`src/rtl/bsr_pkg.sv`:
```
// bsr_pkg: shared types and constants of the bisection root search block
// fixed point data width, iteration counter width, result kind codes,
// request/result payload structs and the search state struct
package bsr_pkg;

  // signed Q16.16 data, iteration counter, configuration widths
  localparam int DATA_WIDTH    = 32;
  localparam int ITER_WIDTH    = 16;
  localparam int TOL_WIDTH     = 31;
  localparam int CFG_IDX_WIDTH = 1;

  // configuration register indexes
  localparam logic [CFG_IDX_WIDTH-1:0] CFG_TOLERANCE  = 1'd0;
  localparam logic [CFG_IDX_WIDTH-1:0] CFG_ITER_LIMIT = 1'd1;

  // configuration reset values
  localparam logic [TOL_WIDTH-1:0]  TOLERANCE_RST  = 31'd1;
  localparam logic [ITER_WIDTH-1:0] ITER_LIMIT_RST = 16'd1000;

  // request types
  localparam logic REQ_START = 1'b0;
  localparam logic REQ_VALUE = 1'b1;

  // result kinds
  localparam logic [1:0] KIND_PROBE = 2'd0;
  localparam logic [1:0] KIND_ROOT  = 2'd1;
  localparam logic [1:0] KIND_LIMIT = 2'd2;
  localparam logic [1:0] KIND_IDLE  = 2'd3;

  // input request payload
  typedef struct packed {
    logic                         req_type;
    logic signed [DATA_WIDTH-1:0] left_end;
    logic signed [DATA_WIDTH-1:0] right_end;
    logic signed [DATA_WIDTH-1:0] value_left;
    logic signed [DATA_WIDTH-1:0] value_right;
    logic signed [DATA_WIDTH-1:0] probe_value;
  } in_t;

  // result payload
  typedef struct packed {
    logic [1:0]                   kind;
    logic signed [DATA_WIDTH-1:0] point;
    logic [DATA_WIDTH-1:0]        error_estimate;
    logic [ITER_WIDTH-1:0]        iterations;
  } out_t;

  // configuration seen by the step logic
  typedef struct packed {
    logic [TOL_WIDTH-1:0]  tolerance;
    logic [ITER_WIDTH-1:0] iter_limit;
  } cfg_t;

  // bracket and iteration state of the running search
  typedef struct packed {
    logic [DATA_WIDTH-1:0] left_point;
    logic [DATA_WIDTH-1:0] right_point;
    logic [DATA_WIDTH-1:0] left_value;
    logic [DATA_WIDTH-1:0] current_probe;
    logic [ITER_WIDTH-1:0] iter_count;
    logic                  active;
  } state_t;

endpackage

```
`src/rtl/bsr_step.sv`:
```
// bsr_step: combinational single-request step of the bisection search
// takes the registered request, configuration and search state, gives the
// next state and the result; depends on bsr_pkg
module bsr_step (
  input  bsr_pkg::cfg_t   cfg_i,
  input  bsr_pkg::state_t state_i,
  input  bsr_pkg::in_t    req_i,
  output bsr_pkg::state_t state_o,
  output bsr_pkg::out_t   res_o
);
  import bsr_pkg::*;

  // magnitude of a signed value, exact as unsigned
  function automatic logic [DATA_WIDTH-1:0] mag(input logic [DATA_WIDTH-1:0] v);
    mag = v[DATA_WIDTH-1] ? (~v + 1'b1) : v;
  endfunction

  // floor((a+b)/2) without overflow
  function automatic logic [DATA_WIDTH-1:0] mid(input logic [DATA_WIDTH-1:0] a,
                                                input logic [DATA_WIDTH-1:0] b);
    logic [DATA_WIDTH:0] s;
    s   = {a[DATA_WIDTH-1], a} + {b[DATA_WIDTH-1], b};
    mid = s[DATA_WIDTH:1];
  endfunction

  // bracket width |b-a|
  function automatic logic [DATA_WIDTH-1:0] span(input logic [DATA_WIDTH-1:0] a,
                                                 input logic [DATA_WIDTH-1:0] b);
    span = ($signed(b) >= $signed(a)) ? (b - a) : (a - b);
  endfunction

  logic [DATA_WIDTH-1:0] tol;
  logic [DATA_WIDTH-1:0] mag_fa;
  logic [DATA_WIDTH-1:0] mag_fb;
  logic [DATA_WIDTH-1:0] mag_fc;
  logic [DATA_WIDTH-1:0] width;
  logic [DATA_WIDTH-1:0] new_left;
  logic [DATA_WIDTH-1:0] new_right;
  logic [ITER_WIDTH-1:0] cnt_inc;
  logic                  cnt_sat;
  logic                  move_right;

  // shared arithmetic
  assign tol    = {{(DATA_WIDTH-TOL_WIDTH){1'b0}}, cfg_i.tolerance};
  assign mag_fa = mag(req_i.value_left);
  assign mag_fb = mag(req_i.value_right);
  assign mag_fc = mag(req_i.probe_value);
  assign width  = span(state_i.left_point, state_i.right_point);

  // sign test: right end moves on a strict sign change
  assign move_right = (req_i.probe_value != '0) && (state_i.left_value != '0) &&
                      (req_i.probe_value[DATA_WIDTH-1] != state_i.left_value[DATA_WIDTH-1]);
  assign new_left  = move_right ? state_i.left_point : state_i.current_probe;
  assign new_right = move_right ? state_i.current_probe : state_i.right_point;

  // saturating iteration count
  assign cnt_sat = &state_i.iter_count;
  assign cnt_inc = cnt_sat ? state_i.iter_count : state_i.iter_count + 1'b1;

  // request decode and result selection
  always_comb begin
    state_o              = state_i;
    res_o.kind           = KIND_IDLE;
    res_o.point          = '0;
    res_o.error_estimate = '0;
    res_o.iterations     = state_i.iter_count;
    if (req_i.req_type == REQ_START) begin
      state_o.iter_count = '0;
      state_o.active     = 1'b0;
      res_o.iterations   = '0;
      if (mag_fa < tol) begin
        res_o.kind           = KIND_ROOT;
        res_o.point          = req_i.left_end;
        res_o.error_estimate = mag_fa;
      end else if (mag_fb < tol) begin
        res_o.kind           = KIND_ROOT;
        res_o.point          = req_i.right_end;
        res_o.error_estimate = mag_fb;
      end else if (cfg_i.iter_limit == '0) begin
        res_o.kind           = KIND_LIMIT;
        res_o.error_estimate = span(req_i.left_end, req_i.right_end);
      end else begin
        state_o.left_point    = req_i.left_end;
        state_o.right_point   = req_i.right_end;
        state_o.left_value    = req_i.value_left;
        state_o.current_probe = mid(req_i.left_end, req_i.right_end);
        state_o.active        = 1'b1;
        res_o.kind            = KIND_PROBE;
        res_o.point           = state_o.current_probe;
      end
    end else if (state_i.active) begin
      if ((mag_fc < tol) || (width < tol)) begin
        // converged on |f| or on bracket width
        state_o.active       = 1'b0;
        res_o.kind           = KIND_ROOT;
        res_o.point          = state_i.current_probe;
        res_o.error_estimate = (mag_fc < width) ? mag_fc : width;
      end else begin
        state_o.left_point  = new_left;
        state_o.right_point = new_right;
        if (!move_right) begin
          state_o.left_value = req_i.probe_value;
        end
        state_o.iter_count = cnt_inc;
        res_o.iterations   = cnt_inc;
        if ((cnt_inc >= cfg_i.iter_limit) || (&cnt_inc)) begin
          state_o.active       = 1'b0;
          res_o.kind           = KIND_LIMIT;
          res_o.point          = state_i.current_probe;
          res_o.error_estimate = span(new_left, new_right);
        end else begin
          state_o.current_probe = mid(new_left, new_right);
          res_o.kind            = KIND_PROBE;
          res_o.point           = state_o.current_probe;
        end
      end
    end
  end

endmodule

```
`src/rtl/bisection_root_search.sv`:
```
// bisection_root_search: top level of the bisection root search controller
// request register, bsr_step logic, result register and configuration;
// depends on bsr_pkg and bsr_step
//
// Bisection root search in signed Q16.16. The function is evaluated outside:
// a start request brings the bracket and f at both ends, each later request
// brings f at the last probe point, and every request gives exactly one
// result (probe, root, iteration limit, or value without a search). The
// block takes one request per clock cycle without gaps while the result side
// accepts results. A taken request sits in the request register; once the
// result register is free or being emptied, the step logic loads its result
// into the result register, from which it is offered to the output.
// The step logic reads the bracket state and the registered request and
// writes the new state in the same cycle the result register loads. Both
// sides may stall freely; no clearing pass is needed after reset. Write the
// tolerance and the iteration limit only while no request is in flight.
module bisection_root_search (
  input  logic                                clk_i,
  input  logic                                rst_ni,
  input  logic                                in_valid_i,
  output logic                                in_ready_o,
  input  bsr_pkg::in_t                        in_data_i,
  output logic                                out_valid_o,
  input  logic                                out_ready_i,
  output bsr_pkg::out_t                       out_data_o,
  input  logic                                cfg_we_i,
  input  logic [bsr_pkg::CFG_IDX_WIDTH-1:0]   cfg_idx_i,
  input  logic [bsr_pkg::TOL_WIDTH-1:0]       cfg_wdata_i
);
  import bsr_pkg::*;

  logic   in_valid_q;
  in_t    in_data_q;
  logic   out_valid_q;
  out_t   out_data_q;
  cfg_t   cfg_q;
  state_t state_q;
  state_t state_d;
  out_t   res_d;
  logic   advance;

  // request moves on when the result register is free or being emptied
  assign advance    = in_valid_q && (!out_valid_q || out_ready_i);
  assign in_ready_o = !in_valid_q || advance;

  // configuration registers
  always_ff @(posedge clk_i or negedge rst_ni) begin
    if (!rst_ni) begin
      cfg_q.tolerance  <= TOLERANCE_RST;
      cfg_q.iter_limit <= ITER_LIMIT_RST;
    end else if (cfg_we_i) begin
      case (cfg_idx_i)
        CFG_TOLERANCE:  cfg_q.tolerance  <= cfg_wdata_i;
        CFG_ITER_LIMIT: cfg_q.iter_limit <= cfg_wdata_i[ITER_WIDTH-1:0];
        default: ;
      endcase
    end
  end

  // request register control
  always_ff @(posedge clk_i or negedge rst_ni) begin
    if (!rst_ni) begin
      in_valid_q <= 1'b0;
    end else if (in_ready_o) begin
      in_valid_q <= in_valid_i;
    end
  end

  // request register payload
  always_ff @(posedge clk_i) begin
    if (in_valid_i && in_ready_o) begin
      in_data_q <= in_data_i;
    end
  end

  // step logic
  bsr_step u_step (
    .cfg_i   (cfg_q),
    .state_i (state_q),
    .req_i   (in_data_q),
    .state_o (state_d),
    .res_o   (res_d)
  );

  // search state
  always_ff @(posedge clk_i or negedge rst_ni) begin
    if (!rst_ni) begin
      state_q <= '0;
    end else if (advance) begin
      state_q <= state_d;
    end
  end

  // result register control
  always_ff @(posedge clk_i or negedge rst_ni) begin
    if (!rst_ni) begin
      out_valid_q <= 1'b0;
    end else if (advance) begin
      out_valid_q <= 1'b1;
    end else if (out_ready_i) begin
      out_valid_q <= 1'b0;
    end
  end

  // result register payload
  always_ff @(posedge clk_i) begin
    if (advance) begin
      out_data_q <= res_d;
    end
  end

  assign out_valid_o = out_valid_q;
  assign out_data_o  = out_data_q;

`ifndef ASSERT_OFF
  // a probe result leaves a search running
  a_probe_active: assert property (@(posedge clk_i) disable iff (!rst_ni)
    (advance && (res_d.kind == KIND_PROBE)) |=> state_q.active)
    else $error("probe issued without active search");

  // a root or limit result ends the search
  a_end_idle: assert property (@(posedge clk_i) disable iff (!rst_ni)
    (advance && ((res_d.kind == KIND_ROOT) || (res_d.kind == KIND_LIMIT)))
      |=> !state_q.active)
    else $error("search still active after final result");

  // a value without search is only reported while idle
  a_idle_kind: assert property (@(posedge clk_i) disable iff (!rst_ni)
    (advance && (res_d.kind == KIND_IDLE)) |-> !state_q.active)
    else $error("idle result during active search");

  // an active search never holds a saturated count
  a_count_room: assert property (@(posedge clk_i) disable iff (!rst_ni)
    state_q.active |-> !(&state_q.iter_count))
    else $error("active search with saturated iteration count");

  // back pressure only comes from a held request
  a_ready: assert property (@(posedge clk_i) disable iff (!rst_ni)
    !in_ready_o |-> (in_valid_q && out_valid_q && !out_ready_i))
    else $error("input stalled without a held request");
`endif

endmodule
```
`config.mk`:
```
export PLATFORM = sky130hd
export DESIGN_NAME = bisection_root_search
export DESIGN_NICKNAME = d
export VERILOG_FILES = /design/src/rtl/bsr_pkg.sv /design/src/rtl/bsr_step.sv /design/src/rtl/bisection_root_search.sv
export SDC_FILE = /design/constraint.sdc
export NUM_CORES = 2
export LEC_CHECK = 0
export ABC_AREA = 0
export BUFFER_PORTS_ARGS = -buffer_cell sky130_fd_sc_hd__buf_2
export CAP_MARGIN = 20
export CELL_PAD_IN_SITES_DETAIL_PLACEMENT = 1
export CELL_PAD_IN_SITES_GLOBAL_PLACEMENT = 2
export CORE_ASPECT_RATIO = 0.5
export CORE_MARGIN = 10
export CORE_UTILIZATION = 42
export DETAILED_ROUTE_END_ITERATION = 8
export PLACE_DENSITY_LB_ADDON = 0.1
export SLEW_MARGIN = 20
export SYNTH_ARGS = -nofsm -noshare
export SYNTH_HDL_FRONTEND = slang
export SYNTH_SLANG_ARGS = --single-unit
```
`constraint.sdc`:
```
create_clock -name clk_i -period 15 [get_ports clk_i]
set_clock_uncertainty 0.15 [all_clocks]
set_input_delay 3 -clock clk_i [delete_from_list [all_inputs] [get_ports clk_i]]
set_output_delay 3 -clock clk_i [all_outputs]
set_load 0.005 [all_outputs]
```
Word-level counts from Yosys, hierarchy flattened

Index checks and enable logic that the tools add are counted.

Add/sub/neg operators: 12
Order comparisons: 9
Eq/ne operators: 8
Multiplexer cells: 36
Bitwise operators: 4
Reduce and logical (&&, ||, !) cells: 22

Operators by type and width:

| cell                                          | number |
|---|---|
| two-way mux 32 bit                            | 14 |
| two-way mux 128 bit                           | 3 |
| two-way mux 145 bit                           | 2 |
| two-way mux 66 bit                            | 3 |
| subtractor 32 bit                             | 6 |
| two-way mux 82 bit                            | 2 |
| two-way mux 144 bit                           | 1 |
| less-than comparator 32 x 31 -> 1 bit         | 4 |
| adder 32 x 1 -> 32 bit, second input constant | 3 |
| >= comparator 32 bit                          | 3 |
| NOT 32 bit                                    | 3 |
| adder 32 x 32 -> 33 bit                       | 2 |
| nonzero test 32 bit                           | 2 |
| two-way mux 34 bit                            | 1 |
| less-than comparator 32 bit                   | 1 |
| two-way mux 16 bit                            | 2 |
| AND reduction 16 bit                          | 2 |
| adder 16 x 1 -> 16 bit, second input constant | 1 |
| >= comparator 16 bit                          | 1 |
| logical NOT 16 bit                            | 1 |
| AND reduction 7 bit                           | 2 |
| != test 2 bit, second input constant          | 6 |
| two-way mux 1 bit                             | 7 |
| AND reduction 6 bit                           | 1 |
| 10 further kinds                              | 18 |

Bits in registers: 437
Input port bits: 198
Output and inout bits: 84
Word-level logic and storage cells: 111

Logic depth before layout (Yosys ltp)

Depth after elaboration: 10
Gate-level depth with buffers: 29
Depth with buffers taken out: 26

Cells and area by module

A second synthesis with hierarchy kept.

Cells, all modules: 4,842
Area, all modules: 42,343.1 sq um

Modules (own cells, without submodules):

| module                | times used | cells an instance | area each (sq um) | seq. area each (sq um) |
|---|---|---|---|---|
| bsr_step              | 1          | 4,185             | 27,247.4          | 0.0 |
| bisection_root_search | 1          | 657               | 15,095.7          | 12,160.4 |

Worst setup path after synthesis

OpenSTA, ideal clock, no wires.

Kind: input -> register
From: input out_ready_i
To: register in_data_q[0] (netlist bit), enable pin
Library setup time: 0.541 ns
Data arrival time: 6.865 ns
Required time: 14.309 ns
Path slack: 7.444 ns
Cell stages on the path: 2
Path buffers: 0
Cells stage by stage: nand3b_1 > and2_1

Longest elaborated chain between the ends: 4

Ends and longest elaborated chain:

| element              | line                        | RTL |
|---|---|---|
| from (decl)          | bisection_root_search.sv:24 | `input logic out_ready_i,` |
| logical OR 1 bit     | bisection_root_search.sv:43 | `assign advance = in_valid_q && (!out_valid_q \|\| out_ready_i);` |
| logical AND 1 bit    | bisection_root_search.sv:43 |  |
| logical OR 1 bit     | bisection_root_search.sv:44 | `assign in_ready_o = !in_valid_q \|\| advance;` |
| logical AND 1 bit    | bisection_root_search.sv:71 | `if (in_valid_i && in_ready_o) begin` |
| to (signal assigned) | bisection_root_search.sv:72 | `in_data_q <= in_data_i;` |
| to (decl)            | bisection_root_search.sv:33 | `in_t in_data_q;` |

Every way passes these cells.
A chain may end at the register's enable or synchronous reset.

Worst setup path in the final report

From: register state_q[90] (netlist bit)
To: register state_q[127] (netlist bit)

Longest elaborated chain between the ends: 6
Elaborated cells on any way between the ends: 8
Classes of those cells: add/sub: 2; order compare: 2; eq/ne: 1; mux: 1; reduce/logical: 2

Ends and longest elaborated chain:

| element                                                   | line                        | RTL |
|---|---|---|
| from (decl)                                               | bisection_root_search.sv:37 | `state_t state_q;` |
| from (signal assigned)                                    | bisection_root_search.sv:90 | `state_q <= state_d;` |
| subtractor 32 bit or >= comparator 32 bit (tied branches) | bsr_step.sv:29              | `span = ($signed(b) >= $signed(a)) ? (b - a) : (a - b);` |
| two-way mux 32 bit *                                      | bsr_step.sv:29              |  |
| less-than comparator 32 x 31 -> 1 bit *                   | bsr_step.sv:92              | `if ((mag_fc < tol) \|\| (width < tol)) begin` |
| logical OR 1 bit *                                        | bsr_step.sv:92              |  |
| != test 2 bit (no source line) *                          | --                          |  |
| AND reduction 6 bit (no source line) *                    | --                          |  |

Mark *: on every way between the ends. The rest lies on a longest branch, timed or not.

==> qor.csv <==
stage,metric,value,unit
job,cap_violations,0,
grt,grt_pass1_wl,263000,µm
timing,maxSlewViolCount,0,
final_layout,drive_above_1_share,11.0,%
floorplanning,initial_core_util,42.7,%
outcome,run_status,finished clean,
synthesis,ys.flop_type,edfxtp_1,
synthesis,synth.largest_area_cell,edfxtp_1,
synthesis,synth_top_area_share,18.7,%
synthesis,ys_seq_elements,437,
worst_setup_path,crit_path_max_fanout,88,
worst_setup_path,cp-end-kind,register,
placement,place_hpwl,147000,µm
drt,via_per_inst,6.39,
floorplanning,core,91300,µm²
final_layout,area_growth,10.5,%
min_path,hold_depth,2,
timing,max_freq,104,MHz
timing,fin_tns_setup,0,ns
worst_setup_path,crit_arrival,10.01,ns
timing,fin_crit_sh,64.0,%
drt,wl_met3,15900,µm
clock_network,htree_levels,2,
worst_setup_path,crit_type,reg2reg,
drt,totalWireLength,183000,µm
floorplanning,die_w,451,µm
drt,drt-met1-wl,80800,µm
synthesis,syn-cell-area,39000,µm²
synthesis,muxShareOfSynthArea,4.70,%
final_layout,num-fill-cells,10800,
drt,drtPass1Iterations,5,
grt,grt_max_degree,89,
clock_network,cts_hold_buf,0,
synthesis,synthArstFlopShare,44.4,%
timing,worstMarginPinSlew,1.38,ns
synthesis,synth_top_family_by_area,compound AO/OA/AOI/OAI gates,
floorplanning,dieHeight,235,µm
final_layout,regArea,12200,µm²
final_layout,nNetsFinal,5311,
placement,numPortBuffers,281,
grt,grtUsageTotal,32.6,%
synthesis,yosys-top-cells-area,"edfxtp_1, ha_1, dfrtp_1",
synthesis,avgSynthCellArea,8.59,µm²
worst_setup_path,worstPathRequired,15.40,ns
final_layout,multiInputGateArea,24600,µm²
timing,finalCriticalPeriod,9.60,ns
clock_network,clk_latency,0.66,ns
clock_network,cts_setup_buffers,0,
floorplanning,die_area,106000,µm²
final_layout,fin_util,47.2,%
drt,drt_iter0_drc,4248,
clock_network,root_buffer,clkbuf_16,
min_path,hp-class,reg2reg,
timing,hold_viol_final,0,
timing,rsz0062_at_grt,false,
worst_setup_path,startpoint_type,register,
placement,pre_cts_ws,6.10,ns
final_layout,stdcell_count,5960,
synthesis,yosys.area_share.simple,13.4,%
synthesis,synth_nets,5172,
clock_network,cts_resized,0,
timing,layout_setup_ws,5.40,ns
drt,top_layer,met5,
synthesis,synth_cell_type_count,84,
clock_network,cts_made_buffers,46,
grt,overflow,0,
drt,antenna_left,0,
worst_setup_path,reg2reg_depth,24,
clock_network,cts.sinks,437,
placement,dpl.cell_count,5872,
timing,setup_violations,0,
drt,via_count,38100,
clock_network,clkTransAtPathRegs,0.06,ns
clock_network,cts_tree,yes,
synthesis,netlist_instances,4542,
floorplanning,io-pin-count,282,
synthesis,synth_edf_count,243,
synthesis,synthXorXnorAreaFrac,5.48,%
synthesis,ys.warnings.count,0,
drt,drc_errors,0,
grt,grt_pass1_vias,37600,
synthesis,ys_seq_area_share,31.2,%
grt,antenna_found_initial,10,
clock_network,clockBufferDepth,3,
floorplanning,num_rows,78,
drt,route.met2.wl,79500,µm
drt,wl_per_cell,30.7,µm
synthesis,synthAdderAreaFrac,14.0,%
synthesis,synth_compound_area_share,25.1,%
timing,maxSlewHeadroom,7.63,%
placement,gp_congestion,0.986,
==> final cells by class <==
cell class,count,share of cell area [%]
Inverter,375,3.28
Sequential cell,437,28.2
Multi-Input combinational cell,3484,57.0
Timing Repair Buffer,337,4.29
Tap cell,1240,3.60
Antenna cell,1,0.00581
Clock buffer,57,2.89
Clock inverter,29,0.674
==> sequential cells by signal (all words and copies together) (netlist names) <==
name         cells
out_data_o      82
out_valid_o      1
in_data_q      161
cfg_q           47
state_q        145
in_valid_q       1
==> critical path: stages (launching register included) <==
cell and delay [ns]:
dfrtp_1 0.37, inv_1 0.07, ha_1 0.61, nand4_1 0.29, nor4_1 1.08, nand3_1 0.30
o21ai_0 0.35, nor2_2 0.23, buf_4 0.32, o311ai_0 0.38, o2111ai_1 0.22, xor2_1 1.08
ha_1 0.43, nand4_1 0.10, a211oi_1 0.05, o211ai_1 0.19, a31o_2 0.18, a21oi_1 0.07
a311oi_1 0.39, a22oi_2 0.09, buf_4 0.28, a21oi_4 0.88, buf_4 0.85, a221oi_1 0.15
a21oi_1 0.20
==> synthesized netlist by cell type (all sizes together) (19+ instances only) <==
| master | number |
|---|---|
| inv | 371 |
| xnor2 | 213 |
| o21a | 25 |
| nor2 | 265 |
| a31oi | 39 |
| nor4 | 48 |
| nand4 | 57 |
| o211ai | 44 |
| a22oi | 19 |
| or3 | 38 |
| nand3 | 47 |
| o41ai | 27 |
| nor3 | 76 |
| xor2 | 31 |
| a21oi | 470 |
| clkbuf | 206 |
| mux2 | 34 |
| o21bai | 59 |
| nand2 | 351 |
| ha | 424 |
| a21o | 87 |
| dfrtp | 187 |
| a221oi | 98 |
| o21ai | 373 |
| nor2b | 40 |
| nand2b | 41 |
| buf | 40 |
| edfxtp | 243 |
| and3 | 50 |
| mux2i | 145 |
| o22ai | 41 |
| a211oi | 43 |
| o311ai | 22 |
| o31ai | 57 |
==> cells by family after synthesis <==
| group | Yosys count |
|---|---|
| AO/OA/AOI/OAI | 1541 |
| flip-flops | 437 |
| AND/OR/NAND/NOR | 1088 |
| multiplexers | 179 |
| XOR/XNOR | 244 |
| buffers and inverters | 621 |
| adder cells (fa/ha/maj) | 432 |
==> per-stage QoR <==
step           instance area (µm²)  hold slack, ns
2_1_floorplan                39000           0.300
3_3_place_gp                 41500           0.312
3_5_place_dp                 41500           0.321
4_1_cts                      43100           0.334
5_1_grt                      43100           0.354
6_report                     43100           0.329
==> per-layer routing <==
metal	vias to the layer above	global-route usage [%]
met1	19400	45.5
li1	16900	-
met4	4	10.2
met2	1520	49.9
met3	278	6.90
met5	-	0
==> cells in the final DEF (no fill, tap or decap), drive strengths merged, types with 87 or more instances in the layout <==
| cell | count |
|---|---|
| nand2 | 351 |
| o21ai | 373 |
| a21o | 87 |
| buf | 336 |
| mux2i | 145 |
| nor2 | 265 |
| edfxtp | 243 |
| a221oi | 98 |
| a21oi | 470 |
| inv | 376 |
| xnor2 | 213 |
| ha | 424 |
| dfrtp | 187 |
==> path summary, 6_finish.rpt <==
check | start | endpoint | slack, ns
max reg2reg | state_q[90] | state_q[127] | 5.40
max | state_q[90] | state_q[127] | 5.40
min | state_q[74] | state_q[74] | 0.33
min reg2reg | state_q[74] | state_q[74] | 0.33
min in group asynchronous | rst_ni | state_q[12] | 2.23
max in group asynchronous | rst_ni | state_q[127] | 10.18
Power is left out: the tool's default activity adds up to more than one toggle a clock period on the data nets, which glitch-free logic cannot reach.
